`config.mk`:
```
export PLATFORM = sky130hd
export DESIGN_NAME = read_quality_trimmer_top
export DESIGN_NICKNAME = d
export VERILOG_FILES = /design/src/rqt_pkg.sv /design/src/read_quality_trimmer_top.sv
export SDC_FILE = /design/constraint.sdc
export NUM_CORES = 1
export LEC_CHECK = 0
export BUFFER_PORTS_ARGS = -buffer_cell sky130_fd_sc_hd__buf_2
export CELL_PAD_IN_SITES_DETAIL_PLACEMENT = 1
export CELL_PAD_IN_SITES_GLOBAL_PLACEMENT = 2
export CORE_MARGIN = 2
export CORE_UTILIZATION = 40
export DETAILED_ROUTE_END_ITERATION = 7
export PLACE_DENSITY_LB_ADDON = 0.1
export SYNTH_ARGS = -nofsm -noshare
export SYNTH_HDL_FRONTEND = slang
export SYNTH_SLANG_ARGS = --single-unit
export TNS_END_PERCENT = 10
```
`constraint.sdc`:
```
create_clock -name i_clk -period 23.9 [get_ports i_clk]
set_input_delay 4.78 -clock i_clk [delete_from_list [all_inputs] [get_ports i_clk]]
set_output_delay 4.78 -clock i_clk [all_outputs]
set_load 0.01 [all_outputs]
```
`src/rqt_pkg.sv`:
```
// ----------------------------------------------------------------------------
// Read quality trimmer package
// Beat types, register indexes, reset values and field widths.
// ----------------------------------------------------------------------------
package rqt_pkg;

    localparam int unsigned CHAR_W  = 8;
    localparam int unsigned THR_W   = 7;
    localparam int unsigned LEN_W   = 13;
    localparam int unsigned CNT_W   = 48;
    localparam int unsigned GOOD_W  = 32;
    localparam int unsigned SCORE_W = 9;
    localparam int unsigned CFG_IDX_W  = 2;
    localparam int unsigned CFG_DATA_W = 13;

    localparam int unsigned MAX_READ_LENGTH_DEF = 4096;

    localparam logic [THR_W-1:0] SCORE_OFFSET_RST   = 7'd33;
    localparam logic [THR_W-1:0] TRIM_THRESHOLD_RST = 7'd20;
    localparam logic [THR_W-1:0] HIGH_QUAL_THR_RST  = 7'd30;
    localparam logic [LEN_W-1:0] MIN_GOOD_LEN_RST   = 13'd34;

    localparam logic signed [SCORE_W-1:0] ERROR_SCORE_LIMIT = -9'sd5;

    typedef enum logic [CFG_IDX_W-1:0] {
        CFG_SCORE_OFFSET   = 2'd0,
        CFG_TRIM_THRESHOLD = 2'd1,
        CFG_HIGH_QUAL_THR  = 2'd2,
        CFG_MIN_GOOD_LEN   = 2'd3
    } t_cfg_index;

    typedef struct packed {
        logic [CHAR_W-1:0] quality_char;
        logic              end_of_read;
    } t_in_beat;

    typedef struct packed {
        logic [LEN_W-1:0]        trim_length;
        logic                    good_read;
        logic                    format_error;
        logic [CNT_W-1:0]        bases_total;
        logic signed [CNT_W-1:0] score_sum;
        logic [CNT_W-1:0]        high_bases_total;
        logic [GOOD_W-1:0]       good_reads_total;
    } t_out_beat;

endpackage

```
`src/read_quality_trimmer_top.sv`:
```
// ----------------------------------------------------------------------------
// Read quality trimmer
// Takes one quality character per cycle, back to back, and gives one result
// beat at the end of each read: the trim length (index of the first score
// below the trim threshold, else the read length), the good flag and
// saturating running totals. A character enters an input register and is
// scored, counted and trimmed in one pass into the result register, from
// which the beat is offered. Input is stalled only while a result-bearing
// character waits behind a result that has not been taken. A score
// below -5 gives one result with format_error set and halts the block;
// later beats are accepted and dropped until reset.
// ----------------------------------------------------------------------------
module read_quality_trimmer_top
    import rqt_pkg::*;
#(
    parameter int unsigned MAX_READ_LENGTH = MAX_READ_LENGTH_DEF
) (
    input  logic                  i_clk,
    input  logic                  i_rst_n,
    input  logic                  i_in_valid,
    output logic                  o_in_ready,
    input  t_in_beat              i_in_data,
    output logic                  o_out_valid,
    input  logic                  i_out_ready,
    output t_out_beat             o_out_data,
    input  logic                  i_cfg_valid,
    output logic                  o_cfg_ready,
    input  logic [CFG_IDX_W-1:0]  i_cfg_index,
    input  logic [CFG_DATA_W-1:0] i_cfg_data
);

    localparam int unsigned POS_W = $clog2(MAX_READ_LENGTH + 1);
    localparam int unsigned CMP_W = (POS_W > LEN_W) ? POS_W : LEN_W;
    localparam logic [POS_W-1:0] POS_MAX = POS_W'(MAX_READ_LENGTH);

    logic [THR_W-1:0] r_score_offset;
    logic [THR_W-1:0] r_trim_thr;
    logic [THR_W-1:0] r_high_thr;
    logic [LEN_W-1:0] r_min_good;

    logic              r_in_vld;
    t_in_beat          r_in;
    logic              r_out_vld;
    t_out_beat         r_out;

    logic [POS_W-1:0]        r_pos, n_pos;
    logic                    r_cut_found, n_cut_found;
    logic [POS_W-1:0]        r_cut_pos, n_cut_pos;
    logic [CNT_W-1:0]        r_bases, n_bases;
    logic signed [CNT_W-1:0] r_sum, n_sum;
    logic [CNT_W-1:0]        r_high, n_high;
    logic [GOOD_W-1:0]       r_good_cnt, n_good_cnt;
    logic                    r_halted;

    logic signed [SCORE_W-1:0] score;
    logic signed [CNT_W:0]     sum_wide;
    logic                      fmt_err;
    logic                      has_result;
    logic                      advance;
    logic                      hit;
    logic [POS_W-1:0]          pos_inc;
    logic [POS_W-1:0]          trim;
    logic                      good;
    t_out_beat                 n_out;

    assign o_cfg_ready = 1'b1;

    always_ff @(posedge i_clk) begin
        if (!i_rst_n) begin
            r_score_offset <= SCORE_OFFSET_RST;
            r_trim_thr     <= TRIM_THRESHOLD_RST;
            r_high_thr     <= HIGH_QUAL_THR_RST;
            r_min_good     <= MIN_GOOD_LEN_RST;
        end else if (i_cfg_valid) begin
            case (t_cfg_index'(i_cfg_index))
                CFG_SCORE_OFFSET:   r_score_offset <= i_cfg_data[THR_W-1:0];
                CFG_TRIM_THRESHOLD: r_trim_thr     <= i_cfg_data[THR_W-1:0];
                CFG_HIGH_QUAL_THR:  r_high_thr     <= i_cfg_data[THR_W-1:0];
                CFG_MIN_GOOD_LEN:   r_min_good     <= i_cfg_data[LEN_W-1:0];
                default: ;
            endcase
        end
    end

    always_comb begin
        score    = $signed({1'b0, r_in.quality_char}) - $signed({2'b00, r_score_offset});
        fmt_err  = !r_halted && (score < ERROR_SCORE_LIMIT);

        n_bases  = (r_bases != {CNT_W{1'b1}}) ? r_bases + 1'b1 : r_bases;
        sum_wide = {r_sum[CNT_W-1], r_sum} + (CNT_W+1)'(score);
        if (sum_wide[CNT_W] != sum_wide[CNT_W-1]) begin
            n_sum = sum_wide[CNT_W] ? {1'b1, {(CNT_W-1){1'b0}}} : {1'b0, {(CNT_W-1){1'b1}}};
        end else begin
            n_sum = sum_wide[CNT_W-1:0];
        end
        n_high = r_high;
        if (score > $signed({2'b00, r_high_thr}) && r_high != {CNT_W{1'b1}}) begin
            n_high = r_high + 1'b1;
        end

        hit         = !r_cut_found && (score < $signed({2'b00, r_trim_thr}));
        n_cut_found = r_cut_found || hit;
        n_cut_pos   = hit ? r_pos : r_cut_pos;
        pos_inc     = (r_pos < POS_MAX) ? r_pos + 1'b1 : r_pos;
        n_pos       = pos_inc;
        trim        = n_cut_found ? n_cut_pos : pos_inc;
        good        = CMP_W'(trim) >= CMP_W'(r_min_good);
        n_good_cnt  = r_good_cnt;
        if (good && r_good_cnt != {GOOD_W{1'b1}}) begin
            n_good_cnt = r_good_cnt + 1'b1;
        end
        if (r_in.end_of_read) begin
            n_pos       = '0;
            n_cut_found = 1'b0;
            n_cut_pos   = '0;
        end

        if (fmt_err) begin
            n_out.trim_length      = '0;
            n_out.good_read        = 1'b0;
            n_out.format_error     = 1'b1;
            n_out.bases_total      = r_bases;
            n_out.score_sum        = r_sum;
            n_out.high_bases_total = r_high;
            n_out.good_reads_total = r_good_cnt;
        end else begin
            n_out.trim_length      = LEN_W'(trim);
            n_out.good_read        = good;
            n_out.format_error     = 1'b0;
            n_out.bases_total      = n_bases;
            n_out.score_sum        = n_sum;
            n_out.high_bases_total = n_high;
            n_out.good_reads_total = n_good_cnt;
        end

        has_result = r_in_vld && !r_halted && (fmt_err || r_in.end_of_read);
        advance    = r_in_vld && (!has_result || !r_out_vld || i_out_ready);
    end

    assign o_in_ready  = !r_in_vld || advance;
    assign o_out_valid = r_out_vld;
    assign o_out_data  = r_out;

    // advance the input register
    always_ff @(posedge i_clk) begin
        if (!i_rst_n) begin
            r_in_vld <= 1'b0;
        end else if (o_in_ready) begin
            r_in_vld <= i_in_valid;
        end
    end

    always_ff @(posedge i_clk) begin
        if (o_in_ready && i_in_valid) begin
            r_in <= i_in_data;
        end
    end

    // hold the result beat until taken
    always_ff @(posedge i_clk) begin
        if (!i_rst_n) begin
            r_out_vld <= 1'b0;
        end else if (advance && has_result) begin
            r_out_vld <= 1'b1;
        end else if (i_out_ready) begin
            r_out_vld <= 1'b0;
        end
    end

    always_ff @(posedge i_clk) begin
        if (advance && has_result) begin
            r_out <= n_out;
        end
    end

    always_ff @(posedge i_clk) begin
        if (!i_rst_n) begin
            r_pos       <= '0;
            r_cut_found <= 1'b0;
            r_cut_pos   <= '0;
            r_bases     <= '0;
            r_sum       <= '0;
            r_high      <= '0;
            r_good_cnt  <= '0;
            r_halted    <= 1'b0;
        end else if (advance && !r_halted) begin
            if (fmt_err) begin
                r_halted <= 1'b1;
            end else begin
                r_pos       <= n_pos;
                r_cut_found <= n_cut_found;
                r_cut_pos   <= n_cut_pos;
                r_bases     <= n_bases;
                r_sum       <= n_sum;
                r_high      <= n_high;
                if (r_in.end_of_read) begin
                    r_good_cnt <= n_good_cnt;
                end
            end
        end
    end

endmodule
```
==> flow_summary.json <==
{
  "status": "completed",
  "synth-xor-area-share_pct": 8.944,
  "dp_slack_ns": 13.64,
  "critical_path_class": "in -> out",
  "drive_gt1_share_pct": 12.96,
  "setup_viol_count_final": 0,
  "die_height_um": 246.3,
  "finish.instance_area_um2": 26920,
  "period_minus_slack_ns": 10.27,
  "root_buffer": "clkbuf_16",
  "netSwitchingFraction_pct": 27.62,
  "syn_nets": 2721,
  "cts_buffer_depth": 3,
  "layout.nets": 2884,
  "ys_seq_elements": 440,
  "htreeDepth": 2,
  "r2r_slack_ns": 17.12,
  "drv_cap": 0,
  "syn_to_final_growth_pct": 14.62,
  "ant_nets": 0,
  "worst_setup_path_start_kind": "input pin",
  "clock_latency_ns": 0.60,
  "r2r-start": "r_in[1]",
  "grt_overflow": 0,
  "gp_congestion": 0.8420,
  "seq_area_frac_synth_pct": 46.03,
  "clock_skew_ns": 0.01648,
  "power_density_nw_per_um2": 69.84,
  "rr_endpoint": "r_sum[19]",
  "tns_ns": 0,
  "fp.dieArea_um2": 60670,
  "synthSimpleGateAreaFrac_pct": 20.56,
  "end_kind": "primary output",
  "syn-cell-area_um2": 23490,
  "cts_setup_buffers": 0,
  "irDropWorstVdd_uv": 53.18,
  "comb_power_share_pct": 14.5,
  "p_clk_share_pct": 41.3,
  "die_w_um": 246.3,
  "critPathMaxFanout": 3,
  "antenna_found_initial": 1,
  "holdPathStages": 2,
  "portBuffers": 221,
  "start_util_pct": 40.55,
  "hold_ws_ns": 0.4571,
  "cts_made_buffers": 50,
  "clkSlewWorstSetupHoldPaths_ns": 0.06,
  "synth-edff-count": 200,
  "synth-adder-area-share_pct": 5.125,
  "routed_wl_um": 70950,
  "leakage_nw": 10.25,
  "ios": 223,
  "diodes": 0,
  "post_cts_resized": 0,
  "seqCellArea_um2": 10810,
  "synth_compound_area_share_pct": 14.89,
  "arrival_ns": 5.49,
  "drt_iter0_markers": 933,
  "place_hpwl_um": 49860,
  "rsz0062_at_grt": "no",
  "synthCells": 2605,
  "grt_max_degree": 72,
  "synth.distinct_cells": 78,
  "drc": 0,
  "synth_top_family_by_area": "simple AND/OR/NAND/NOR gates",
  "post_drt_wl_per_cell_um": 19.85,
  "tightest_slew_ns": 1.356,
  "row_count": 88,
  "power_mw": 1.880,
  "post-route-period-util_pct": 42.95,
  "firstDrtPassIters": 5,
  "min_path_type": "reg -> reg",
  "fmax_mhz": 97.42,
  "fillers": 6765,
  "multi_input_area_um2": 11890,
  "slew_violations": 0,
  "hold_viol": 0,
  "whs_endpoint": "r_min_good[10]",
  "synth.avg_cell_area_um2": 9.016,
  "cts_sinks": 440,
  "maxSlewHeadroom_pct": 9.621,
  "yosys_warnings": 0,
  "setup_ws_ns": 13.63,
  "synth_ff_type": "dfxtp_1",
  "vias_per_cell": 5.561,
  "power_frac_seq_pct": 44.2,
  "grt_first_pass_wirelength_um": 113300,
  "required_ns": 19.12,
  "worstRegToRegCells": 19,
  "postSynth.asyncResetShare_pct": 0,
  "cts_tree": "built",
  "placed_area_um2": 25280,
  "p_int_mw": 1.361,
  "synthMuxAreaShare_pct": 0.7991,
  "switching_power_uw": 519.3,
  "vias": 19876,
  "grt_pass1_vias": 20346,
  "coreArea_um2": 57920,
  "hold_buffers": 0,
  "hp-start": "r_min_good[10]",
  "grtUsageTotal_pct": 23.35
}
cells by family after synthesis:
| logic type | count (synthesis) |
|---|---|
| xor gates and xnor gates | 239 |
| other | 1 |
| muxes | 18 |
| AOI/OAI and AO/OA | 587 |
| and+or+nand+nor | 1005 |
| buffers and inverters | 218 |
| DFF | 440 |
| adders and majority gates | 97 |
power groups by stage:
stage          sequential (mW)  combinational (mW)  clock (mW)
6_report                 0.831               0.272       0.777
5_1_grt                  0.834               0.303       0.824
3_5_place_dp             0.848               0.270           0
4_1_cts                  0.832               0.273       0.799
2_1_floorplan            0.855               0.171           0
3_3_place_gp             0.847               0.265           0
sequential cells by signal (all words and copies together) (netlist names), 9 cells and up:
signal      cells
r_pos          13
r_sum          48
o_out_data    191
r_in            9
r_bases        48
r_high         48
r_good_cnt     32
r_cut_pos      13
r_min_good     13
cell usage in the layout (no fill, tap or decap), types with 30 or more instances in the layout:
cell type	instances
edfxtp_1	200
or3_1	63
clkbuf_16	51
xor2_1	108
nand4_1	58
o21ai_0	170
xnor2_1	129
nor2_1	265
and3_1	39
inv_1	75
buf_2	221
nand2_1	275
ha_1	85
buf_4	30
nor3_1	72
nand3_1	83
a21oi_1	210
dfxtp_1	240
worst max-delay path, cell delays in order:
cell      delay [ns]
buf_2           0.10
nor2b_1         0.27
nand2b_1        0.16
buf_2           0.17
per-stage QoR:
step	utilization, %	instances
2_1_floorplan	-	2605
6_report	46.48	3574
4_1_cts	46.48	3574
3_5_place_dp	43.65	3481
3_3_place_gp	43.65	3481
5_1_grt	46.48	3574
metal layers:
layer	wire (µm)	track usage, %	vias to the layer above
met5	13	0	-
met4	1689	6.644	2
met3	2169	2.397	96
met2	33600	39.18	301
met1	33480	31.89	9834
li1	-	-	9643
synthesized netlist by cell type, types with 13 or more instances:
library cell  number  area share, %
ha_1              85            4.5
or3_1             63            1.7
o211ai_1          23           0.74
nor2b_1           13           0.35
nand3_1           83            1.8
and2_1            24           0.64
edfxtp_1         200             26
o21ai_0          171            3.6
nor3b_1           13           0.42
nor3_1            74            1.6
a21oi_1          210            4.5
xor2_1           108            4.0
o31ai_1           14           0.45
or4_1             16           0.51
nand2b_1          21           0.56
a31oi_1           24           0.64
a21o_1            21           0.67
o21a_1            19           0.61
nand4_1           58            1.5
inv_1             77            1.2
a22o_1            13           0.48
nor2_1           267            4.3
nand2_1          275            4.4
xnor2_1          130            4.8
nor4_1            27           0.72
a211oi_1          23           0.74
clkbuf_1         115            1.8
and4_1            14           0.52
dfxtp_1          240             20
and3_1            39            1.0
o21bai_1          14           0.45
how the worst max path moves through the flow:
stage / startpoint / end / slack, ns / cells after the start
global route: i_out_ready / o_in_ready / 13.54 / 4
detailed placement: i_out_ready / o_in_ready / 13.64 / 4
floorplan: i_out_ready / o_out_data[0] / 10.39 / 2
finish: i_out_ready / o_in_ready / 13.63 / 4
global placement: i_out_ready / o_in_ready / 13.66 / 4
CTS: i_out_ready / o_in_ready / 13.64 / 4
area by class of cell:
cell class,count,area share [%]
multi-input cells,1947,44.15
flip-flops and latches,440,40.16
clock buffers,67,5.187
repair buffers,251,4.945
well taps,765,3.555
inverters,78,1.102
clock inverters,26,0.9063
No activity file was read; power rests on OpenSTA's default activity.
